==> src/design/lhrb_pkg.sv <==
// Shared types and constants of the line history ring buffer.
// Used by every module of the block; depends on nothing.
`default_nettype none

package lhrb_pkg;

	// default sizing of the history store
	localparam int MAX_LINES_DEF = 256;
	localparam int MAX_COLS_DEF  = 64;

	// field and register widths
	localparam int CP_W         = 21;
	localparam int FUNC_W       = 2;
	localparam int IDX_W        = 8;
	localparam int LIM_W        = 7;
	localparam int TOTAL_W      = 32;
	localparam int WIDTH_CFG_W  = 7;
	localparam int CAP_CFG_W    = 9;
	localparam int CFG_DATA_W   = 9;
	localparam int CFG_IDX_W    = 1;

	// widest internal fields over the whole parameter range
	localparam int ADDR_MAX_W   = 18;
	localparam int CNT_MAX_W    = 13;

	// queue between front and back
	localparam int Q_DEPTH      = 2;

	// register indexes
	localparam logic [CFG_IDX_W-1:0] REG_LINE_WIDTH   = 1'b0;
	localparam logic [CFG_IDX_W-1:0] REG_LINES_IN_USE = 1'b1;

	localparam logic [WIDTH_CFG_W-1:0] LINE_WIDTH_RST   = 7'd64;
	localparam logic [CAP_CFG_W-1:0]   LINES_IN_USE_RST = 9'd256;

	typedef enum logic [FUNC_W-1:0] {
		FN_PUSH  = 2'd0,
		FN_GET   = 2'd1,
		FN_CLEAR = 2'd2,
		FN_RESET = 2'd3
	} func_t;

	typedef enum logic [1:0] {
		K_WRITE,
		K_SINGLE,
		K_STREAM
	} kind_t;

	typedef enum logic [1:0] {
		F_RUN,
		F_HEAD,
		F_IDX
	} front_state_t;

	// one classified operation handed from front to back
	typedef struct packed {
		kind_t                  kind;
		logic [ADDR_MAX_W-1:0]  addr;
		logic [CP_W-1:0]        data;
		logic                   ok;
		logic [LIM_W-1:0]       len;
		logic [CNT_MAX_W-1:0]   count;
		logic [TOTAL_W-1:0]     total;
	} q_entry_t;

	typedef struct packed {
		logic start;
		logic abort;
	} rem_ctl_t;

endpackage

`default_nettype wire

==> src/design/lhrb_rem.sv <==
// Bit-serial restoring remainder unit, one dividend bit per cycle.
// Uses lhrb_pkg for its control struct.
`default_nettype none

module lhrb_rem #(
	parameter int DVD_W = 8,
	parameter int DSR_W = 9
) (
	input  wire logic                clk,
	input  wire logic                arst_n,
	input  wire lhrb_pkg::rem_ctl_t  ctl,
	input  wire logic [DVD_W-1:0]    dividend,
	input  wire logic [DSR_W-1:0]    divisor,
	output logic                     done,
	output logic [DSR_W-1:0]         rem
);

	localparam int CNT_W = $clog2(DVD_W + 1);

	logic             busy_q;
	logic             done_q;
	logic [CNT_W-1:0] cnt_q;
	logic [DVD_W-1:0] dvd_q;
	logic [DSR_W-1:0] rem_q;

	logic [DSR_W:0]   trial;
	logic [DSR_W:0]   diff;
	logic [DSR_W-1:0] rem_nxt;

	always_comb begin
		trial   = {rem_q, dvd_q[DVD_W-1]};
		diff    = trial - {1'b0, divisor};
		rem_nxt = (trial >= {1'b0, divisor}) ? diff[DSR_W-1:0] : trial[DSR_W-1:0];
	end

	always_ff @(posedge clk or negedge arst_n) begin
		if (!arst_n) begin
			busy_q <= 1'b0;
			done_q <= 1'b0;
			cnt_q  <= '0;
		end else if (ctl.abort) begin
			busy_q <= 1'b0;
			done_q <= 1'b0;
		end else if (ctl.start) begin
			busy_q <= 1'b1;
			done_q <= 1'b0;
			cnt_q  <= CNT_W'(DVD_W);
		end else if (busy_q) begin
			cnt_q  <= cnt_q - 1'b1;
			busy_q <= (cnt_q != CNT_W'(1));
			done_q <= (cnt_q == CNT_W'(1));
		end else begin
			done_q <= 1'b0;
		end
	end

	always_ff @(posedge clk) begin
		if (ctl.start) begin
			dvd_q <= dividend;
			rem_q <= '0;
		end else if (busy_q) begin
			dvd_q <= dvd_q << 1;
			rem_q <= rem_nxt;
		end
	end

	assign done = done_q;
	assign rem  = rem_q;

endmodule

`default_nettype wire

==> src/design/lhrb_front.sv <==
// Front end: configuration registers, history counters and item classification.
// Uses lhrb_pkg and lhrb_rem; feeds q_entry_t operations to the queue.
`default_nettype none

module lhrb_front #(
	parameter int MAX_LINES = lhrb_pkg::MAX_LINES_DEF,
	parameter int MAX_COLS  = lhrb_pkg::MAX_COLS_DEF
) (
	input  wire logic                                 clk,
	input  wire logic                                 arst_n,
	input  wire logic                                 cfg_wr_en,
	input  wire logic [lhrb_pkg::CFG_IDX_W-1:0]       cfg_index,
	input  wire logic [lhrb_pkg::CFG_DATA_W-1:0]      cfg_data,
	input  wire logic                                 in_valid,
	output logic                                      in_stall,
	input  wire logic [lhrb_pkg::FUNC_W-1:0]          func,
	input  wire logic [lhrb_pkg::CP_W-1:0]            codepoint,
	input  wire logic [lhrb_pkg::IDX_W-1:0]           line_index,
	input  wire logic [lhrb_pkg::LIM_W-1:0]           copy_limit,
	input  wire logic                                 q_full,
	output logic                                      q_push,
	output lhrb_pkg::q_entry_t                        q_entry
);

	localparam int SLOT_W = $clog2(MAX_LINES);
	localparam int CNT_W  = $clog2(MAX_LINES + 1);
	localparam int CW     = (CNT_W > lhrb_pkg::CAP_CFG_W) ? CNT_W : lhrb_pkg::CAP_CFG_W;
	localparam int TW     = CW + 1;
	localparam int COL_W  = (MAX_COLS > 1) ? $clog2(MAX_COLS) : 1;
	localparam int ADDR_W = $clog2(MAX_LINES * MAX_COLS);
	localparam int DVD_W  = (SLOT_W > lhrb_pkg::IDX_W) ? SLOT_W : lhrb_pkg::IDX_W;
	localparam int WW     = lhrb_pkg::WIDTH_CFG_W;

	// configuration
	logic [WW-1:0]                   line_width_q;
	logic [lhrb_pkg::CAP_CFG_W-1:0]  lines_q;

	// history state
	logic [SLOT_W-1:0]               head_q;
	logic                            head_ok_q;
	logic [CNT_W-1:0]                count_q;
	logic [COL_W-1:0]                col_q;
	logic [lhrb_pkg::TOTAL_W-1:0]    total_q;
	logic [lhrb_pkg::IDX_W-1:0]      idxr_q;
	logic                            idxr_ok_q;
	lhrb_pkg::front_state_t          state_q;
	lhrb_pkg::front_state_t          state_nxt;

	logic                            cap_wr;
	logic [WW-1:0]                   width_eff;
	logic [CW-1:0]                   cap_ext;
	logic [CW-1:0]                   cap_cw;
	logic [CNT_W-1:0]                cap_eff;
	logic                            head_lt_cap;
	logic                            idx_lt_cnt;
	logic                            idx_ge_cap;
	logic                            need_idx;
	logic                            want_head;
	logic                            want_idx;
	logic                            accept;

	lhrb_pkg::rem_ctl_t              mod_ctl;
	logic [DVD_W-1:0]                mod_dvd;
	logic                            mod_done;
	logic [CNT_W-1:0]                mod_rem;

	// item results
	logic [lhrb_pkg::IDX_W-1:0]      age_r;
	logic [TW-1:0]                   t_sum;
	logic [TW-1:0]                   t_slot;
	logic [SLOT_W-1:0]               get_slot;
	logic [WW-1:0]                   n_copy;
	logic [WW-1:0]                   col_inc;
	logic                            commit;
	logic [SLOT_W-1:0]               head_nxt;
	logic [CNT_W-1:0]                count_nxt;
	logic [COL_W-1:0]                col_nxt;
	logic [lhrb_pkg::TOTAL_W-1:0]    total_nxt;
	logic [ADDR_W-1:0]               addr;
	lhrb_pkg::q_entry_t              ent;

	always_comb begin
		cap_wr = cfg_wr_en && (cfg_index == lhrb_pkg::REG_LINES_IN_USE);

		if (line_width_q == '0) begin
			width_eff = WW'(1);
		end else if (line_width_q > WW'(MAX_COLS)) begin
			width_eff = WW'(MAX_COLS);
		end else begin
			width_eff = line_width_q;
		end

		cap_ext = CW'(lines_q);
		if (cap_ext == '0) begin
			cap_cw = CW'(1);
		end else if (cap_ext > CW'(MAX_LINES)) begin
			cap_cw = CW'(MAX_LINES);
		end else begin
			cap_cw = cap_ext;
		end
		cap_eff = CNT_W'(cap_cw);

		head_lt_cap = CW'(head_q) < cap_cw;
		idx_lt_cnt  = CW'(line_index) < CW'(count_q);
		idx_ge_cap  = CW'(line_index) >= cap_cw;
		need_idx    = in_valid && (func == lhrb_pkg::FN_GET) && idx_lt_cnt && idx_ge_cap;

		want_head = !head_ok_q && !head_lt_cap;
		want_idx  = head_ok_q && need_idx && !idxr_ok_q;

		in_stall = !((state_q == lhrb_pkg::F_RUN) && head_ok_q && !cfg_wr_en && !q_full &&
			(!need_idx || idxr_ok_q));
		accept   = in_valid && !in_stall;
	end

	// next state
	always_comb begin
		state_nxt = state_q;
		case (state_q)
			lhrb_pkg::F_RUN: begin
				if (!cap_wr && want_head) begin
					state_nxt = lhrb_pkg::F_HEAD;
				end else if (!cap_wr && want_idx) begin
					state_nxt = lhrb_pkg::F_IDX;
				end
			end
			lhrb_pkg::F_HEAD, lhrb_pkg::F_IDX: begin
				if (cap_wr || mod_done) begin
					state_nxt = lhrb_pkg::F_RUN;
				end
			end
			default: begin
				state_nxt = lhrb_pkg::F_RUN;
			end
		endcase
	end

	// remainder unit control
	always_comb begin
		mod_ctl.start = (state_q == lhrb_pkg::F_RUN) && !cap_wr && (want_head || want_idx);
		mod_ctl.abort = cap_wr;
		mod_dvd       = head_ok_q ? DVD_W'(line_index) : DVD_W'(head_q);
	end

	lhrb_rem #(
		.DVD_W (DVD_W),
		.DSR_W (CNT_W)
	) u_rem (
		.clk      (clk),
		.arst_n   (arst_n),
		.ctl      (mod_ctl),
		.dividend (mod_dvd),
		.divisor  (cap_eff),
		.done     (mod_done),
		.rem      (mod_rem)
	);

	// classify the item and work out the state it leaves
	always_comb begin
		age_r    = idx_ge_cap ? idxr_q : line_index;
		t_sum    = TW'(head_q) + TW'(cap_cw) - TW'(1) - TW'(age_r);
		t_slot   = (t_sum >= TW'(cap_cw)) ? (t_sum - TW'(cap_cw)) : t_sum;
		get_slot = SLOT_W'(t_slot);
		n_copy   = (width_eff < copy_limit) ? width_eff : copy_limit;

		col_inc  = WW'(col_q) + WW'(1);
		commit   = col_inc >= width_eff;

		head_nxt  = head_q;
		count_nxt = count_q;
		col_nxt   = col_q;
		total_nxt = total_q;
		addr      = '0;

		ent       = '0;
		ent.kind  = lhrb_pkg::K_SINGLE;
		ent.ok    = 1'b1;

		case (func)
			lhrb_pkg::FN_PUSH: begin
				addr     = ADDR_W'(ADDR_W'(head_q) * ADDR_W'(MAX_COLS)) + ADDR_W'(col_q);
				ent.kind = lhrb_pkg::K_WRITE;
				ent.data = codepoint;
				if (commit) begin
					col_nxt   = '0;
					head_nxt  = ((CW'(head_q) + CW'(1)) == cap_cw) ? '0 : head_q + 1'b1;
					count_nxt = (CW'(count_q) < cap_cw) ? count_q + 1'b1 : count_q;
					total_nxt = total_q + 1'b1;
				end else begin
					col_nxt   = COL_W'(col_inc);
				end
			end
			lhrb_pkg::FN_GET: begin
				addr = ADDR_W'(ADDR_W'(get_slot) * ADDR_W'(MAX_COLS));
				if (!idx_lt_cnt) begin
					ent.ok = 1'b0;
				end else if (n_copy != '0) begin
					ent.kind = lhrb_pkg::K_STREAM;
					ent.len  = n_copy;
				end
			end
			lhrb_pkg::FN_CLEAR: begin
				head_nxt  = '0;
				count_nxt = '0;
				col_nxt   = '0;
			end
			lhrb_pkg::FN_RESET: begin
				head_nxt  = '0;
				count_nxt = '0;
				col_nxt   = '0;
				total_nxt = '0;
			end
			default: begin
				head_nxt  = head_q;
			end
		endcase

		ent.addr  = lhrb_pkg::ADDR_MAX_W'(addr);
		ent.count = lhrb_pkg::CNT_MAX_W'(count_nxt);
		ent.total = total_nxt;
	end

	assign q_push  = accept;
	assign q_entry = ent;

	always_ff @(posedge clk or negedge arst_n) begin
		if (!arst_n) begin
			line_width_q <= lhrb_pkg::LINE_WIDTH_RST;
			lines_q      <= lhrb_pkg::LINES_IN_USE_RST;
			state_q      <= lhrb_pkg::F_RUN;
			head_q       <= '0;
			head_ok_q    <= 1'b1;
			count_q      <= '0;
			col_q        <= '0;
			total_q      <= '0;
			idxr_ok_q    <= 1'b0;
		end else begin
			state_q <= state_nxt;

			if (cfg_wr_en && (cfg_index == lhrb_pkg::REG_LINE_WIDTH)) begin
				line_width_q <= cfg_data[WW-1:0];
			end
			if (cap_wr) begin
				lines_q <= cfg_data;
			end

			if (cap_wr) begin
				head_ok_q <= 1'b0;
			end else if ((state_q == lhrb_pkg::F_RUN) && !head_ok_q && head_lt_cap) begin
				head_ok_q <= 1'b1;
			end else if ((state_q == lhrb_pkg::F_HEAD) && mod_done) begin
				head_ok_q <= 1'b1;
				head_q    <= SLOT_W'(mod_rem);
			end

			if (cap_wr || accept) begin
				idxr_ok_q <= 1'b0;
			end else if ((state_q == lhrb_pkg::F_IDX) && mod_done) begin
				idxr_ok_q <= 1'b1;
			end

			if (accept) begin
				head_q  <= head_nxt;
				count_q <= count_nxt;
				col_q   <= col_nxt;
				total_q <= total_nxt;
			end
		end
	end

	always_ff @(posedge clk) begin
		if ((state_q == lhrb_pkg::F_IDX) && mod_done && !cap_wr) begin
			idxr_q <= lhrb_pkg::IDX_W'(mod_rem);
		end
	end

endmodule

`default_nettype wire

==> config.mk <==
export PLATFORM = sky130hd
export DESIGN_NAME = lhrb_front
export DESIGN_NICKNAME = d
export VERILOG_FILES = /design/src/design/lhrb_pkg.sv /design/src/design/lhrb_rem.sv /design/src/design/lhrb_front.sv
export SDC_FILE = /design/constraint.sdc
export NUM_CORES = 1
export LEC_CHECK = 0
export ABC_AREA = 1
export BUFFER_PORTS_ARGS = -buffer_cell sky130_fd_sc_hd__buf_2
export CAP_MARGIN = 20
export CELL_PAD_IN_SITES_DETAIL_PLACEMENT = 1
export CELL_PAD_IN_SITES_GLOBAL_PLACEMENT = 1
export CORE_MARGIN = 1
export CORE_UTILIZATION = 37
export CTS_CLUSTER_SIZE = 28
export DETAILED_ROUTE_END_ITERATION = 8
export PLACE_DENSITY = 0.81
export SLEW_MARGIN = 20
export SYNTH_ARGS = -nofsm -noshare
export SYNTH_HDL_FRONTEND = slang
export SYNTH_SLANG_ARGS = --single-unit
==> constraint.sdc <==
create_clock -name clk -period 6.5 [get_ports clk]
set_clock_uncertainty 0.1 [all_clocks]
set_input_delay 1.3 -clock clk [delete_from_list [all_inputs] [get_ports clk]]
set_output_delay 1.3 -clock clk [all_outputs]
set_load 0.01 [all_outputs]
After elaboration in Yosys (flattened, before gate mapping):

Index checks and enable logic that the tools add are counted.

* equality and inequality tests: 14
* bitwise gates (word level): 2
* magnitude comparators: 10
* reduce and logical (&&, ||, !) cells: 50
* mux-type cells: 51
* add/subtract/negate cells: 12

Operators by type and width (count)
* two-way mux 8 bit: 12
* case mux 32 bit (2 select lines): 1
* two-way mux 9 bit: 5
* two-way mux 7 bit: 5
* adder 32 x 1 -> 32 bit, second input constant: 1
* two-way mux 32 bit: 1
* case mux 14 bit (2 select lines): 1
* logical AND 1 bit: 22
* two-way mux 21 bit: 1
* >= comparator 10 x 9 -> 1 bit: 2
* < comparator 8 x 9 -> 1 bit: 2
* case mux 9 bit (2 select lines): 1
* case mux 8 bit (2 select lines): 1
* adder 14 x 6 -> 14 bit: 1
* two-way mux 1 bit: 12
* case mux 6 bit (2 select lines): 1
* adder 8 x 9 -> 10 bit: 1
* two-way mux 2 bit: 5
* subtractor 10 x 1 -> 10 bit, second input constant: 1
* subtractor 10 x 8 -> 10 bit: 1
* adder 8 x 1 -> 9 bit, second input constant: 1
* adder 9 x 1 -> 9 bit, second input constant: 1
* == test 9 bit: 1
* >= comparator 8 x 9 -> 1 bit: 1
* 33 further kinds: 58

* flip-flop bits (word level): 106
* input bits: 53
* logic and storage cells: 154

Longest topological paths before layout:

* depth in word-level cells: 11
* mapped depth: 34
* depth with buffers taken out: 34

Hierarchy:

Synthesis repeated with hierarchy kept, for this count alone.

* cell total of the unflattened synthesis: 1407
* area total of the unflattened synthesis: 9688.0 µm²

Modules (own cells, without submodules)
* lhrb_front: cells each 1186, sequential area each 2120.8 µm², area an instance 8081.5 µm², instances 1
* lhrb_rem: cells each 221, sequential area each 570.5 µm², area an instance 1606.5 µm², instances 1

Least setup slack after synthesis:

OpenSTA, ideal clock, no wires.

* path type: input port to output port
* from: input port line_index[4] (netlist bit)
* to: output port q_entry[80] (netlist bit)
* data required time: 5.100 ns
* setup slack: -0.167 ns
* arrival: 5.267 ns
* buffers on the path: 0
* stages: 26
* cell sequence: ha_1 nand2_1 nor2_1 o21ai_0 nand3_1 nand2_1 nand2_4 mux2_2 fa_1 inv_1 ha_1 inv_1 fa_1 xnor2_1 ha_1 nand2_1 nor2_1 a211oi_1 o21ai_0 a21oi_1 nand2_1 nand2_1 nand2_2 nand2_1 nand3_1 nand2_1

RTL lines
* from (decl): RTL line lhrb_front.sv:18 `input wire logic [lhrb_pkg::IDX_W-1:0] line_index,`
* to (decl): RTL line lhrb_front.sv:22 `output lhrb_pkg::q_entry_t q_entry`

==> out/results.ini <==
[final_layout]
fin_cells = 1915
drive_above_1_share_pct = 22.7
layout_commonest_cell = nand2_1
fillers = 3254
mostFrequentLayoutCells = nand2_1, inv_1, buf_2
num-nets-final = 1732
area_growth_pct = 23.9

[clocking]
clock-root-buffer = clkbuf_16
clock_path_buffers = 2
htree_levels = 3
clock_sinks = 106
cts_buffers = 9
clk_pin_slew_ps = 80
cts_tree = yes
clkLatencyLatePin_ps = 380

[synthesis]
synth_top_family_by_area = simple AND/OR/NAND/NOR gates
yosys_warnings = 0
synthCells = 1382
seq_area_frac_synth_pct = 28.6
synth_xor_area_share_pct = 2.79
synth-adder-area-share_pct = 13.5
synth-compound-area-share_pct = 12.5
syn_area_per_cell_um2 = 6.81
synth-seq-cells = 106
ys_async_sr_fraction_pct = 76.4
synth_mux_area_share_pct = 0.771
synth.cell_area_um2 = 9410
yosysUniqueCellTypes = 57
yosys.area_share.simple_pct = 30.4
synth-main-ff-cell = dfrtp_1
synth-edff-count = 16

[critical_path]
crit_path_end_kind = output port
crit_top_cell = nand2_2
crit_slowest_cell = fa_1
max_stage_delay_ps = 420
path_delay_family = adder cells
crit_buf_inv = 4
cp-start-kind = flop
crit_required_ps = 5100
crit_arrival_ps = 5530
critPathKind = reg2out
cp_max_fo = 4

[die]
die_width_um = 161
rows = 57
initial_utilization_pct = 38.2
fp.coreArea_um2 = 24600
dieArea_um2 = 26100
ios = 149
die_y_um = 161

[timing]
worst_slew_pin_slew_ps = 960
fin_setup_tns_ps = -3300
timing.final.ws_setup_ps = -431
final.period_utilization_pct = 107
fin_crit_ps = 6930
fmax_mhz = 144
slew_violations = 0
grt_setup_unrepaired = true
hold_viol = 0
slew_headroom_pct = 35.9
setup_viol = 8
hold_ws_ps = 395

[power]
power.internal_mw = 2.74
clock_power_share_pct = 10.4
ir_worst_vdd_v = 0.000318
power_leakage_nw = 6.33
power_frac_comb_pct = 68.9
sw_frac_of_total_pct = 49.2
power_density_nw_per_um2 = 462
p_seq_share_pct = 20.7
power_mw = 5.39
power_switching_mw = 2.65

[drt]
drt_iter0_markers = 568
vias = 9962
dr.pass1.iters = 4
wl_mm = 33.7
vias_per_cell = 5.20
drtAntennaViolNets = 0
drcViolationCount = 0
wl_per_cell_um = 17.6

[grt]
grtUsageTotal_pct = 25.8
grt_antenna_before_repair = 2
grt_pass1_wl_mm = 52.7
grt_max_degree = 59
overflow = 0
grt_pass1_vias = 9873

[placement]
placedCellCount = 1873
dpl.hpwl_mm = 25.8
port_buffers = 140
gp_routability_congestion = 0.924

[status]
outcome = finished with violations
violations = negative setup slack

[job]
maxCapViolCount = 0

[hold_path]
hp-class = reg2reg

==> synth_stat cells, types with 16 or more instances <==
cell type	instances	area, um2
nand2_1	413	1550
inv_1	212	796
o21ai_0	101	505
nor2_1	88	330
ha_1	84	1050
nand3_1	80	400
dfrtp_1	78	1950
a21oi_1	69	345
xor2_1	22	193
nor3_1	19	95.1
o21ai_1	17	85.1
edfxtp_1	16	480
==> power groups by stage <==
stage                     logic (mW)  registers, mW  clock network [mW]
after CTS                       3.33           1.11               0.565
after global placement          2.99           1.11                   0
after detailed placement        3.08           1.12                   0
final                           3.71           1.12               0.560
after global routing            4.10           1.14               0.589
after floorplan                 2.05           1.02                   0
==> state kept, by name (all words and copies together) (netlist names) <==
| register | count |
|---|---|
| cap_ext | 9 |
| col_q | 6 |
| count_q | 9 |
| head_ok_q | 1 |
| head_q | 8 |
| idxr_ok_q | 1 |
| idxr_q | 8 |
| line_width_q | 7 |
| state_q | 2 |
| total_q | 32 |
| u_rem.busy_q | 1 |
| u_rem.cnt_q | 4 |
| u_rem.done | 1 |
| u_rem.dvd_q | 8 |
| u_rem.rem | 9 |
==> kinds of logic (layout without fill, tap and decap cells) <==
family / Yosys count / after routing
DFF: 106 / 106
xor gates and xnor gates: 30 / 30
adders and majority gates: 95 / 95
AOI/OAI and AO/OA: 218 / 218
other: 1 / 10
buffers and inverters: 264 / 463
and+or+nand+nor: 661 / 662
muxes: 7 / 7
==> tightest hold or removal path: stages (launching register included) <==
cell     delay (ps)
dfrtp_1         350
nand2_1          50
o21ai_0          60
==> area by class of cell <==
type	count	area (um2)	area share (%)
Multi-Input combinational cell	1020	6040	51.8
Tap cell	324	405	3.48
Timing Repair Buffer	221	1380	11.8
Clock buffer	9	225	1.93
Sequential cell	106	2690	23.1
Antenna cell	2	5.00	0.0429
Clock inverter	7	52.6	0.451
Inverter	226	856	7.34
==> per-layer routing <==
layer  part of all wire [%]  track usage, %  vias up
li1                       -               -     4819
met1                     44            33.8     4861
met2                     48            43.6      232
met3                    4.9            3.65       50
met4                    2.7            8.28        0
met5                      0               0        -
==> stage by stage <==
step | area (um2) | utilization [%] | setup slack, ps
2_1_floorplan | 9540 | - | -9.90
3_3_place_gp | 10900 | 44.2 | -374
3_5_place_dp | 10900 | 44.2 | -461
4_1_cts | 11400 | 46.4 | -352
5_1_grt | 11700 | 47.4 | -732
6_report | 11700 | 47.4 | -431
==> final timing paths <==
check	startpoint	to	slack, ps	depth (start not counted)
worst min register to register	line_width_q[1]	line_width_q[1]	390	2
worst min-delay path	line_width_q[1]	line_width_q[1]	390	2
worst max register to register	cap_ext[7]	u_rem.cnt_q[3]	2670	19
max in group asynchronous	arst_n	count_q[5]	4400	2
worst max-delay path	cap_ext[7]	q_entry[87]	-430	31
min in group asynchronous	arst_n	line_width_q[4]	730	1
==> repair_timing <==
action,in CTS,in global routing
hold endpoints to repair,0,0
resized for setup,36,40
buffers inserted,13,9
cloned,1,1
hold buffers,0,0
pin swaps,24,38
setup endpoints to repair,8,8
Note: power is estimated with default switching activity, not from simulation.
