<file path="src/design/lhrb_pkg.sv">
// Shared types and constants of the line history ring buffer.
// Used by every module of the block; depends on nothing.
`default_nettype none

package lhrb_pkg;

	// default sizing of the history store
	localparam int MAX_LINES_DEF = 256;
	localparam int MAX_COLS_DEF  = 64;

	// field and register widths
	localparam int CP_W         = 21;
	localparam int FUNC_W       = 2;
	localparam int IDX_W        = 8;
	localparam int LIM_W        = 7;
	localparam int TOTAL_W      = 32;
	localparam int WIDTH_CFG_W  = 7;
	localparam int CAP_CFG_W    = 9;
	localparam int CFG_DATA_W   = 9;
	localparam int CFG_IDX_W    = 1;

	// widest internal fields over the whole parameter range
	localparam int ADDR_MAX_W   = 18;
	localparam int CNT_MAX_W    = 13;

	// queue between front and back
	localparam int Q_DEPTH      = 2;

	// register indexes
	localparam logic [CFG_IDX_W-1:0] REG_LINE_WIDTH   = 1'b0;
	localparam logic [CFG_IDX_W-1:0] REG_LINES_IN_USE = 1'b1;

	localparam logic [WIDTH_CFG_W-1:0] LINE_WIDTH_RST   = 7'd64;
	localparam logic [CAP_CFG_W-1:0]   LINES_IN_USE_RST = 9'd256;

	typedef enum logic [FUNC_W-1:0] {
		FN_PUSH  = 2'd0,
		FN_GET   = 2'd1,
		FN_CLEAR = 2'd2,
		FN_RESET = 2'd3
	} func_t;

	typedef enum logic [1:0] {
		K_WRITE,
		K_SINGLE,
		K_STREAM
	} kind_t;

	typedef enum logic [1:0] {
		F_RUN,
		F_HEAD,
		F_IDX
	} front_state_t;

	// one classified operation handed from front to back
	typedef struct packed {
		kind_t                  kind;
		logic [ADDR_MAX_W-1:0]  addr;
		logic [CP_W-1:0]        data;
		logic                   ok;
		logic [LIM_W-1:0]       len;
		logic [CNT_MAX_W-1:0]   count;
		logic [TOTAL_W-1:0]     total;
	} q_entry_t;

	typedef struct packed {
		logic start;
		logic abort;
	} rem_ctl_t;

endpackage

`default_nettype wire

</file>
<file path="src/design/lhrb_fifo.sv">
// Short queue of classified operations between the front and the back.
// Uses lhrb_pkg for the entry type and depth.
`default_nettype none

module lhrb_fifo (
	input  wire logic                clk,
	input  wire logic                arst_n,
	input  wire logic                push,
	input  wire lhrb_pkg::q_entry_t  din,
	output logic                     full,
	input  wire logic                pop,
	output logic                     valid,
	output lhrb_pkg::q_entry_t       dout
);

	localparam int QA_W = (lhrb_pkg::Q_DEPTH > 1) ? $clog2(lhrb_pkg::Q_DEPTH) : 1;

	lhrb_pkg::q_entry_t  slot_q [lhrb_pkg::Q_DEPTH];
	logic [QA_W-1:0]     wr_ptr_q;
	logic [QA_W-1:0]     rd_ptr_q;
	logic [QA_W:0]       cnt_q;
	logic                do_push;
	logic                do_pop;

	always_comb begin
		full    = cnt_q == (QA_W + 1)'(lhrb_pkg::Q_DEPTH);
		valid   = cnt_q != '0;
		do_push = push && !full;
		do_pop  = pop && valid;
		dout    = slot_q[rd_ptr_q];
	end

	always_ff @(posedge clk or negedge arst_n) begin
		if (!arst_n) begin
			wr_ptr_q <= '0;
			rd_ptr_q <= '0;
			cnt_q    <= '0;
		end else begin
			if (do_push) begin
				wr_ptr_q <= (wr_ptr_q == QA_W'(lhrb_pkg::Q_DEPTH - 1)) ? '0 : wr_ptr_q + 1'b1;
			end
			if (do_pop) begin
				rd_ptr_q <= (rd_ptr_q == QA_W'(lhrb_pkg::Q_DEPTH - 1)) ? '0 : rd_ptr_q + 1'b1;
			end
			if (do_push && !do_pop) begin
				cnt_q <= cnt_q + 1'b1;
			end else if (do_pop && !do_push) begin
				cnt_q <= cnt_q - 1'b1;
			end
		end
	end

	always_ff @(posedge clk) begin
		if (do_push) begin
			slot_q[wr_ptr_q] <= din;
		end
	end

endmodule

`default_nettype wire

</file>
<file path="config.mk">
export PLATFORM = sky130hd
export DESIGN_NAME = lhrb_fifo
export DESIGN_NICKNAME = d
export VERILOG_FILES = /design/src/design/lhrb_pkg.sv /design/src/design/lhrb_fifo.sv
export SDC_FILE = /design/constraint.sdc
export NUM_CORES = 1
export LEC_CHECK = 0
export BUFFER_PORTS_ARGS = -buffer_cell sky130_fd_sc_hd__buf_2
export CORE_MARGIN = 3
export CORE_UTILIZATION = 30
export CTS_BUF_LIST = sky130_fd_sc_hd__clkbuf_16
export DETAILED_ROUTE_END_ITERATION = 7
export HOLD_SLACK_MARGIN = 0.02
export PLACE_DENSITY = 0.51
export SYNTH_ARGS = -nofsm -noshare
export SYNTH_HDL_FRONTEND = slang
export SYNTH_SLANG_ARGS = --single-unit
export TNS_END_PERCENT = 100
</file>
<file path="constraint.sdc">
create_clock -name clk -period 15.1 [get_ports clk]
set_input_delay 0.755 -clock clk [delete_from_list [all_inputs] [get_ports clk]]
set_output_delay 0.755 -clock clk [all_outputs]
set_load 0.05 [all_outputs]
</file>
### Word-level counts from Yosys, hierarchy flattened

Memory sizes are Yosys's and may differ from the RTL's.
Index checks and enable logic that the tools add are counted.

| storage, ports and cells | value |
|---|---|
| memories kept | 1 |
| output and inout bits | 96 |
| bits in writable memories | 188 |
| flip-flop bits (word level) | 4 |
| word-level logic and storage cells | 24 |

Memories:

| memory | words | width | read ports | clocked after memory_dff | wr ports | RTL line | source |
|---|---|---|---|---|---|---|---|
| slot_q | 2 | 94 | 1 | 0 | 1 | lhrb_fifo.sv:18 | `lhrb_pkg::q_entry_t slot_q [lhrb_pkg::Q_DEPTH];` |

| operators by class | value |
|---|---|
| equality and inequality tests | 1 |
| muxes and demuxes | 6 |
| $add $sub $neg | 4 |
| reduce and logical (&&, ||, !) cells | 9 |

Operators with widths:

| operator | count |
|---|---|
| 1-bit logical AND | 4 |
| 1-bit 2-to-1 mux | 4 |
| 2-bit 2-to-1 mux | 2 |
| 2-bit nonzero test | 2 |
| 1-bit zero test | 3 |
| 1-bit adder (second input constant) | 2 |
| 2-bit by 1-bit adder with 2-bit output (second input constant) | 1 |
| 2-bit == test (second input constant) | 1 |
| 2-bit by 1-bit subtractor with 2-bit output (second input constant) | 1 |

### Longest topological paths before layout

Gate-level depths: netlist of the first run.

| logic depth | value |
|---|---|
| word-level depth | 7 |
| depth in mapped cells | 7 |

### Worst setup path before layout of the first run

OpenSTA, ideal clock, no wires.

| path | value |
|---|---|
| path kind | input -> register |
| from | input push |
| to | memory slot_q[0][0] in the netlist's numbering, enable pin |
| cell stages on the path | 2 |
| path slack | 9.794 ns |
| arrival | 4.759 ns |
| required time | 14.553 ns |
| setup time | 0.547 ns |
| cells stage by stage | nand2_1 -> nor2_1 |

| between the ends | value |
|---|---|
| longest elaborated chain between the ends | 3 |

Ends and longest elaborated chain:

| element | RTL line | source |
|---|---|---|
| from (decl) | lhrb_fifo.sv:8 | `input wire logic push,` |
| 1-bit logical AND | lhrb_fifo.sv:28 | `do_push = push && !full;` |
| 1-bit 2-to-1 mux | lhrb_fifo.sv:54 | `if (do_push) begin` |
| 1-bit 2-to-1 mux (not written as such) | lhrb_fifo.sv:55 | `slot_q[wr_ptr_q] <= din;` |
| to (decl) | lhrb_fifo.sv:18 |  |

No other way between the ends.

==> results of run 1 <==
## worst max-delay path: stages (launching register included)
cell and delay, ps:
dfrtp_4 830, buf_4 870, mux2_2 420, buf_2 210
## cells in the final DEF (no fill, tap or decap)
master | Yosys | routed
buf_4 | 0 | 3
nand2_1 | 2 | 2
dfrtp_1 | 4 | 3
mux2_2 | 44 | 44
edfxtp_1 | 188 | 188
clkinv_1 | 0 | 2
mux2_4 | 50 | 50
nor2_4 | 0 | 1
clkinv_8 | 0 | 1
dfrtp_4 | 0 | 1
and3_4 | 0 | 1
ha_1 | 1 | 1
clkinv_4 | 0 | 6
inv_1 | 2 | 2
buf_2 | 4 | 193
clkinvlp_4 | 0 | 1
xor2_1 | 2 | 2
clkinv_2 | 0 | 1
inv_8 | 0 | 3
clkbuf_16 | 0 | 17
or2_2 | 1 | 1
xnor2_1 | 3 | 3
inv_6 | 0 | 1
nor2_1 | 2 | 1
nand2b_1 | 1 | 1
## layer usage
metal / vias up / global-route usage, % / wire length (µm)
met3: 13 / 4.127 / 1043
met2: 126 / 17.94 / 6695
li1: 1636 / - / -
met1: 1744 / 12.68 / 5900
met4: 4 / 3.520 / 153
met5: - / 0 / 34
## cells by family after synthesis
family	after synthesis	share of synthesized area [%]
DFF	192	79.89
muxes	94	17.33
buffers and inverters	13	1.531
and+or+nand+nor	7	0.4700
xor gates and xnor gates	5	0.6090
adders and majority gates	1	0.1739
## per-stage QoR
| step | setup slack (ps) | hold WS, ps |
|---|---|---|
| 2_1_floorplan | 9794 | 455.9 |
| 3_3_place_gp | 11940 | 472.5 |
| 3_5_place_dp | 11920 | 484.1 |
| 4_1_cts | 11450 | 105.1 |
| 5_1_grt | 11360 | 115.5 |
| 6_report | 11540 | 135.5 |
## synth_stat cells, drive strengths merged
cell type and n:
and3 1, or2 1, xnor2 3, edfxtp 188, nor2 2, mux2 94, inv 2, nand2b 1
buf 11, dfrtp 4, xor2 2, ha 1, nand2 2
## area by class of cell
class                           instances  area, µm²  area share, %
Sequential cell                       192       5749          63.53
Timing Repair Buffer                  196      988.4          10.92
Inverter                                2      7.507        0.08295
Clock buffer                           17      425.4          4.701
Clock inverter                         15      131.4          1.452
Tap cell                              319      399.1          4.410
Multi-Input combinational cell        107       1349          14.90
## flip-flops by register name (all words and copies together), names as in the netlist
signal and cells:
wr_ptr_q 1, cnt_q 2, slot_q 188, rd_ptr_q 1
## power breakdown
part | switching (µW) | internal (µW)
clock | 202 | 216
sequential | 50.6 | 730
combinational | 614 | 258
## worst max path at each step
stage                     slack (ps)  cells past startpoint      endpoint
after floorplan                 9790                      2  slot_q[0][0]
after global placement         11940                      3      dout[79]
after detailed placement       11920                      3      dout[63]
after CTS                      11450                      3      dout[68]
after global routing           11360                      3      dout[79]
final                          11540                      3      dout[79]
==> results.md, run 1 <==
* Yosys cell types at 16
* Final Hold Fails at 0
* Peak supply drop at between 0.1 and 0.15 mV
* Worst r2r dst: slot_q[0][49]
* Clk root buf: clkbuf_16
* Drt initial violations at 156
* Slew @ Worst Pin at 1008 ps
* RR Startpoint: cnt_q[0]
* Reg2Reg Setup Slack at 12320 ps
* Synthesized cell area at between 0.007 and 0.008 mm²
* Starting density of the core at 30.55%
* LEAKAGE at 0.003478 µW
* Synth top area share at 78.50%
* Cell total after placement at 816
* Core Area at 0.02354 mm²
* Yosys Warn Count at 0
* Hold buffers post-CTS at 0
* Number of CTS-inserted buffers at 17
* Rows at 56
* Grt total ovfl at 0
* Yosys top cell by area: edfxtp_1
* PostCTS Resize Cnt at 0
* Die ar. at 0.02587 mm²
* CP startpoint: rd_ptr_q
* Min cycle time layout at 3555 ps
* Number of diodes at 0
* Arrival time at the worst endpoint at 2800 ps
* Pre-Repair DR Iteration Count at 4
* Largest net degree at the start of global routing at 70
* Final GP Congestion at 0.7196
* Initial antenna violation count at 2
* Clock skew at 6.131 ps
* Syn Inst Count at 312
* CP Capture Type: output pin
* Final ANT Viol Nets at 0
* Worst min-delay path class: in -> async
* WL/cell at 16.31 µm
* Vias per cell at roughly 4.2
* Fillers at 2218
* RSZ-0062 raised after global routing: no
* Placed Area at 0.008493 mm²
* Post-Route WL at 13.83 mm
* Mean Syn Cell Area at 23.05 µm²
* Startpoint type of the worst setup path: flop
* Synth Net Count at ~410
* Slew HR at roughly 33%
* CTS tree: done
* Power Density at 228.9 mW/mm²
* Area grow syn2layout at 25.84%
* DP HPWL at 8.949 mm
* Finished Layout Cells at about 850
* Register bit total from synthesis at around 190
* Main area contributors after synthesis: edfxtp_1 78%, mux2_4 10%, mux2_2 6.9%
* Post-CTS setup buffers at 0
* Maximum buffer depth of the clock tree at 2
* Crit Path Max Fanout at between 50 and 60
* Die W at approximately 160 µm
* Worst path required time at 14350 ps
* DRC violations left at 0
* First-pass GRT wire length at 21.32 mm
* Core Util, Final at 38.44%
* Final worst-path cycle share at 23.54%
* Fmax at 281.3 MHz
* Max-slew violation count at 0
* Total design power at around 2100 µW
* Sinks on Clock Net at roughly 190
* Total GRT Usage at 10.69%
* Setup CP Type: reg -> out
* Finished Cell Area at approximately 0.0090 mm²
* Clock Latency Late Sink at ~420 ps
* Die height at 160.8 µm
* Via count at roughly 3500
* Fin Setup TNS at 0 ps
* Port Buffers at 193
* Seq/Total Area, Yosys at roughly 80%
* R2r worst-path depth at 4
* H-tree Lvls at 4
* Setup violators final at 0
* I/O pin total at 194
* Layout cells sized above 1 at 61.25%
* Reg clk slew, reported paths at 70 ps
* Status: completed
* Max-cap violation count at 0
* Vias in the first global route at 3919
* Final nets at 615
No activity file was read; power rests on OpenSTA's default activity.
==> inputs of run 2 (changes only) <==
==> constraint.sdc (replaced) <==
create_clock -name clk -period 3.6 [get_ports clk]
set_input_delay 0.18 -clock clk [delete_from_list [all_inputs] [get_ports clk]]
set_output_delay 0.18 -clock clk [all_outputs]
set_load 0.05 [all_outputs]
==> run 2 against run 1 <==
Final cell count grew 11%. Die area is the same. Sequential share of layout area shrank 6.4 points. Cell area grew 11%. Routed wire length grew 2.6%. Largest cell class unchanged. Setup slack lost 10000 ps. Global-route usage grew 0.35 points. Clock power grew to 4.4 times the previous value. Critical path type unchanged. Register-to-register slack lost 11000 ps.
==> results.md, run 2 (synthesis gave the netlist of run 1 again) <==
* Clock Latency Late Sink at 420 ps (about the same)
* Reg clk slew, reported paths at 70 ps (about the same)
* Worst path required time at 3420 ps (was 14350 ps)
* Slew HR at 49.34% (was 32.66%)
* Largest register FFs at 188 (unchanged)
* Slew @ Worst Pin at 759.9 ps (was 1008 ps)
* Finished Layout Cells at 944 (was 848)
* Startpoint type of the worst setup path: flop (unchanged)
* Drt initial violations at 161 (was 156)
* Number of diodes at 0 (unchanged)
* Vias in the first global route at 4423 (was 3919)
* Int Pwr at 5223 µW (was 1205 µW)
* Largest regs: slot_q (188), cnt_q (2) (unchanged)
* CTS tree: done (unchanged)
* Status: completed (unchanged)
* Final ANT Viol Nets at 0 (unchanged)
* DRC violations left at 0 (unchanged)
* Die height at 160.8 µm (unchanged)
* Die W at 160.8 µm (unchanged)
* Post-Route WL at 14.18 mm (was 13.83 mm)
* Final nets at 711 (was 615)
* First-pass GRT wire length at 22.49 mm (was 21.32 mm)
* Final Hold Fails at 0 (unchanged)
* Worst r2r dst: slot_q[1][92] (was slot_q[0][49])
* Finished Cell Area at 0.01007 mm² (was 0.009050 mm²)
* PostCTS Resize Cnt at 0 (unchanged)
* RSZ-0062 raised after global routing: no (unchanged)
* Max-slew violation count at 0 (unchanged)
* Worst min-delay path class: in -> reg (was in -> async)
* Hold Crit Start: pop
* Port Buffers at 193 (unchanged)
* Number of CTS-inserted buffers at 17 (unchanged)
* Rows at 56 (unchanged)
* Layout cells sized above 1 at 52.16% (was 61.25%)
* Placed Area at 0.008538 mm² (was 0.008493 mm²)
* Final GP Congestion at 0.7086 (was 0.7196)
* Clock skew at 11.18 ps (was 6.131 ps)
* Sinks on Clock Net at 192 (unchanged)
* Max-cap violation count at 0 (unchanged)
* Power Density at 883.1 mW/mm² (was 228.9 mW/mm²)
* Pre-CTS WS at 1618 ps (was 11920 ps)
* Setup violators final at 0 (unchanged)
* Pre-Repair DR Iteration Count at 4 (unchanged)
* Via count at 3913 (was 3523)
* Largest net degree at the start of global routing at 95 (was 70)
* Min cycle time layout at 2311 ps
* Fmax at 432.6 MHz
* P_sw at 3669 µW (was 867.3 µW)
* Grt total ovfl at 0 (unchanged)
* Reg2Reg Setup Slack at 1620 ps (was 12320 ps)
* Commonest non-fill, non-tap cells in the layout: 193 x buf_2, 188 x edfxtp_1, 95 x dlygate4sd3_1, 50 x mux2_4, 44 x mux2_2 (was 193 x buf_2, 188 x edfxtp_1, 50 x mux2_4, 44 x mux2_2, 17 x clkbuf_16)
* RR Startpoint: cnt_q[0] (unchanged)
* DP HPWL at 8.893 mm (was 8.949 mm)
* Vias per cell at 4.145 (was 4.154)
* Final worst-path cycle share at 64.20%
* R2r worst-path depth at 3 (was 4)
* Final hold slack at 57.88 ps (was 135.5 ps)
* CP Capture Type: output pin (unchanged)
* I/O pin total at 194 (unchanged)
* Core Area at 0.02354 mm² (unchanged)
* Maximum buffer depth of the clock tree at 2 (unchanged)
* Starting density of the core at 30.55% (unchanged)
* Peak supply drop at 0.4958 mV (was 0.1183 mV)
* Top reg by flops: slot_q (unchanged)
* H-tree Lvls at 4 (unchanged)
* Area grow syn2layout at 40.00% (was 25.84%)
* Initial antenna violation count at 1 (was 2)
* LEAKAGE at 0.003908 µW (was 0.003478 µW)
* Clk network pwr share at 20.6% (was 20.2%)
* Clk root buf: clkbuf_16 (unchanged)
* WL/cell at 15.02 µm (was 16.31 µm)
* Worst hold endpoint: rd_ptr_q
* Post-route worst setup slack at 1289 ps (was 11540 ps)
* Hold Path Stages at 3
* Crit Path Max Fanout at 42 (was 55)
* Sequential share of power at 35.8% (was 37.7%)
* Die ar. at 0.02587 mm² (unchanged)
* Sw Share at 41.26% (was 41.86%)
* Logic pwr share at 43.6% (was 42.1%)
* Arrival time at the worst endpoint at 2130 ps (was 2800 ps)
* Cell total after placement at 817 (was 816)
* Total GRT Usage at 11.04% (was 10.69%)
* Setup CP Type: reg -> out (unchanged)
* Fin Setup TNS at 0 ps (unchanged)
* Most common cell after layout, fill and taps aside: buf_2 (unchanged)
==> run 2: timing repair <==
item | CTS | global route
setup buffers | 0 | 0
hold buffers | 95 | 0
endpoints found under the setup margin | 0 | 0
endpoints found under the hold margin | 192 | 0
==> run 2: metal layers <==
layer	track usage, %	up-vias	share of wire, %	wire (µm)
li1	-	1835	-	-
met1	13.28	1946	42	5989
met2	19.04	117	51	7204
met3	3.405	13	5.7	807
met4	3.442	2	1.2	167
met5	0	-	0.092	13
==> run 2: area by class of cell <==
cell class | instances | area, µm²
clock buffer | 17 | 425.4
fill | 2130 | 13470
multi-input combinational | 107 | 1349
inverter | 2 | 7.507
clock inverter | 15 | 153.9
sequential | 192 | 5749
tap | 319 | 399.1
timing repair buffer | 292 | 1984
==> run 2: power groups by stage <==
| stage | combinational, µW | sequential [µW] | clock [µW] |
|---|---|---|---|
| after floorplan | 3120 | 3230 | 0 |
| after global placement | 3830 | 3210 | 0 |
| after detailed placement | 3850 | 3240 | 0 |
| after CTS | 3930 | 3190 | 1910 |
| after global routing | 4060 | 3230 | 2010 |
| final | 3870 | 3190 | 1830 |
==> run 2: stage by stage <==
| step | util, % | total power [µW] |
|---|---|---|
| after floorplan | - | 6347 |
| after global placement | 36.27 | 7038 |
| after detailed placement | 36.27 | 7085 |
| after CTS | 42.77 | 9033 |
| after global routing | 42.77 | 9297 |
| final | 42.77 | 8891 |
==> run 2: worst max-delay path by stage <==
| stage | startpoint | endpoint | slack (ps) | cells past startpoint |
|---|---|---|---|---|
| 6_report | rd_ptr_q | dout[71] | 1290 | 3 |
| 3_5_place_dp | cnt_q[0] | slot_q[1][7] | 1620 | 3 |
| 5_1_grt | rd_ptr_q | dout[71] | 1190 | 3 |
| 3_3_place_gp | cnt_q[0] | slot_q[1][85] | 1650 | 3 |
| 2_1_floorplan | cnt_q[0] | slot_q[0][0] | 100 | 3 |
| 4_1_cts | rd_ptr_q | dout[78] | 1250 | 3 |
==> run 2: worst max-delay path, cell delays in order, from the launching register on <==
cell and delay, ps:
dfrtp_4 440, buf_4 590, mux2_2 410, buf_2 210
==> inputs of run 3 (changes only) <==
--- a/config.mk
+++ b/config.mk
@@ -11,7 +11,7 @@
 export CTS_BUF_LIST = sky130_fd_sc_hd__clkbuf_16
 export DETAILED_ROUTE_END_ITERATION = 7
 export HOLD_SLACK_MARGIN = 0.02
-export PLACE_DENSITY = 0.51
+export PLACE_DENSITY = 0.52
 export SYNTH_ARGS = -nofsm -noshare
 export SYNTH_HDL_FRONTEND = slang
 export SYNTH_SLANG_ARGS = --single-unit
==> constraint.sdc (replaced) <==
create_clock -name clk -period 1.91 [get_ports clk]
set_input_delay 0.0955 -clock clk [delete_from_list [all_inputs] [get_ports clk]]
set_output_delay 0.0955 -clock clk [all_outputs]
set_load 0.05 [all_outputs]
==> run 3 against run 2 <==
Die area stayed put. Via count is 0.18% higher. Clock power is 86% higher. First-iteration DRC count stayed put. Sequential cell count stayed put. Cell area is 1.1% higher. Critical path type unchanged. Highest routed layer is now met4.
==> results.md, run 3 (synthesis gave the netlist of run 1 again) <==
* R2r worst-path depth at 4 (was 3)
* Setup violators final at 0 (unchanged)
* Crit Path Max Fanout at 41 (was 42)
* DRC violations left at 0 (unchanged)
* Worst r2r dst: slot_q[0][7] (was slot_q[1][92])
* Initial antenna violation count at 0 (was 1)
* Final nets at 719 (was 711)
* Post-CTS setup buffers at 0 (unchanged)
* Worst min-delay path class: in -> reg (unchanged)
* Clock skew at 9.229 ps (was 11.18 ps)
* Cell total after placement at 822 (was 817)
* Final Hold Fails at 0 (unchanged)
* H-tree Lvls at 4 (unchanged)
* Final hold slack at 399.7 ps (was 57.88 ps)
* Die ar. at 0.02587 mm² (unchanged)
* CP Capture Type: output pin (unchanged)
* Die height at 160.8 µm (unchanged)
* Status: completed (unchanged)
* Setup CP Type: reg -> out (unchanged)
* Slew @ Worst Pin at 431.9 ps (was 759.9 ps)
* CP startpoint: rd_ptr_q (unchanged)
* Max-slew violation count at 0 (unchanged)
* Reg clk slew, reported paths at 70 ps (about the same)
* Final GP Congestion at 0.7025 (was 0.7086)
* CTS tree: done (unchanged)
* Multi-input logic area at 0.001364 mm² (was 0.001349 mm²)
* Placed Area at 0.008628 mm² (was 0.008538 mm²)
* Port Buffers at 193 (unchanged)
* Reg2Reg Setup Slack at 320 ps (was 1620 ps)
* Starting density of the core at 30.55% (unchanged)
* Power Density at 1661 mW/mm² (was 883.1 mW/mm²)
* Die W at 160.8 µm (unchanged)
* Rows at 56 (unchanged)
* Vias per cell at 4.118 (was 4.145)
* DP HPWL at 9.289 mm (was 8.893 mm)
* RSZ-0062 raised after global routing: yes (was no)
* WL/cell at 15.19 µm (was 15.02 µm)
* LEAKAGE at 0.003953 µW (was 0.003908 µW)
* Largest regs: slot_q (188), cnt_q (2) (unchanged)
* Most common cell after layout, fill and taps aside: buf_2 (unchanged)
* Layout cells sized above 1 at 52.29% (was 52.16%)
* Number of diodes at 0 (unchanged)
* Arrival time at the worst endpoint at 1770 ps (was 2130 ps)
* Post-Route WL at 14.46 mm (was 14.18 mm)
* Total GRT Usage at 11.18% (was 11.04%)
* Number of CTS-inserted buffers at 17 (unchanged)
* Drt initial violations at 161 (unchanged)
* Worst path required time at 1810 ps (was 3420 ps)
* Sinks on Clock Net at 192 (unchanged)
* Fmax at 535.7 MHz
* Register area at 0.005749 mm² (unchanged)
* Max-cap violation count at 0 (unchanged)
* Finished Layout Cells at 952 (was 944)
* Final ANT Viol Nets at 0 (unchanged)
* I/O pin total at 194 (unchanged)
* Largest register FFs at 188 (unchanged)
* Clock Latency Late Sink at 420 ps (about the same)
* Clk root buf: clkbuf_16 (unchanged)
* Finished Cell Area at 0.01018 mm² (was 0.01007 mm²)
* Commonest non-fill, non-tap cells in the layout: 193 x buf_2, 188 x edfxtp_1, 98 x dlygate4sd3_1, 50 x mux2_4, 44 x mux2_2 (was 193 x buf_2, 188 x edfxtp_1, 95 x dlygate4sd3_1, 50 x mux2_4, 44 x mux2_2)
* Slew HR at 71.21% (was 49.34%)
* Vias in the first global route at 4369 (was 4423)
* Final worst-path cycle share at a little over nine tenths
* RR Startpoint: cnt_q[0] (unchanged)
* Top reg by flops: slot_q (unchanged)
* Maximum buffer depth of the clock tree at 2 (unchanged)
* Via count at 3920 (was 3913)
* Peak supply drop at 0.6874 mV (was 0.4958 mV)
* Total design power at 16910 µW (was 8891 µW)
* Post-route worst setup slack at 43.19 ps (was 1289 ps)
* First-pass GRT wire length at 22.54 mm (was 22.49 mm)
* Area grow syn2layout at 41.56% (was 40.00%)
* Pre-CTS WS at 317.0 ps (was 1618 ps)
* Core Area at 0.02354 mm² (unchanged)
* Fillers at 2131 (was 2130)
* Min cycle time layout at about 1900 ps
* Largest net degree at the start of global routing at 51 (was 95)
* Crit path capture: dout[73] (was dout[71])
* Pre-Repair DR Iteration Count at 4 (unchanged)
* Startpoint type of the worst setup path: flop (unchanged)
* Grt total ovfl at 0 (unchanged)
-- run 3: cell types whose count changed in the layout (fill, tap and decap cells not counted), sizes merged --
cell | before | now
inv | 9 | 10
clkinvlp | 1 | 5
buf | 197 | 202
dlygate4sd3 | 95 | 98
clkinv | 6 | 1
-- run 3: worst min path at each step --
stage                     depth (start not counted)  startpoint            end
after CTS                                         2      din[7]   slot_q[1][7]
after global placement                            1      arst_n       rd_ptr_q
after detailed placement                          1      arst_n       rd_ptr_q
final                                             2     din[90]  slot_q[0][90]
after global routing                              2      din[7]   slot_q[1][7]
after floorplan                                   0      arst_n       cnt_q[0]
-- run 3: per-layer routing --
| metal | routed length [µm] | vias to the layer above | global-route usage, % |
|---|---|---|---|
| met5 | 0 | - | 0 |
| met4 | 138 | 0 | 3.285 |
| met3 | 900 | 11 | 3.921 |
| met2 | 7329 | 118 | 19.42 |
| met1 | 6093 | 1946 | 13.11 |
| li1 | - | 1845 | - |
-- run 3: repair_timing --
| action | 4_1_cts | 5_1_grt |
|---|---|---|
| hold endpoints to repair | 194 | 0 |
| hold buffers | 98 | 0 |
| gates resized for setup | 1 | 0 |
| setup endpoints to repair | 4 | 41 |
| pin swaps | 0 | 0 |
-- run 3: worst max-delay path: stages, from the launching register on --
cell	delay, ps
dfrtp_4	460
buf_16	280
mux2_2	380
buf_2	210
-- run 3: cell type report --
type | instances | share of cell area, %
flip-flops and latches | 192 | 56.47
clock buffers | 17 | 4.178
clock inverters | 15 | 1.364
well taps | 319 | 3.920
repair buffers | 300 | 20.60
multi-input cells | 107 | 13.40
inverters | 2 | 0.07374
-- run 3: where the power goes --
| group | internal [µW] | switching [µW] |
|---|---|---|
| Sequential | 5750 | 252 |
| Clock | 1820 | 1590 |
| Combinational | 2370 | 5120 |
-- run 3: per-stage QoR --
| step | util (%) | TNS, ps |
|---|---|---|
| 6_report | 43.25 | 0 |
| 5_1_grt | 43.25 | -761.3 |
| 4_1_cts | 43.25 | 0 |
| 3_5_place_dp | 36.65 | 0 |
| 3_3_place_gp | 36.65 | 0 |
| 2_1_floorplan | - | -72990 |
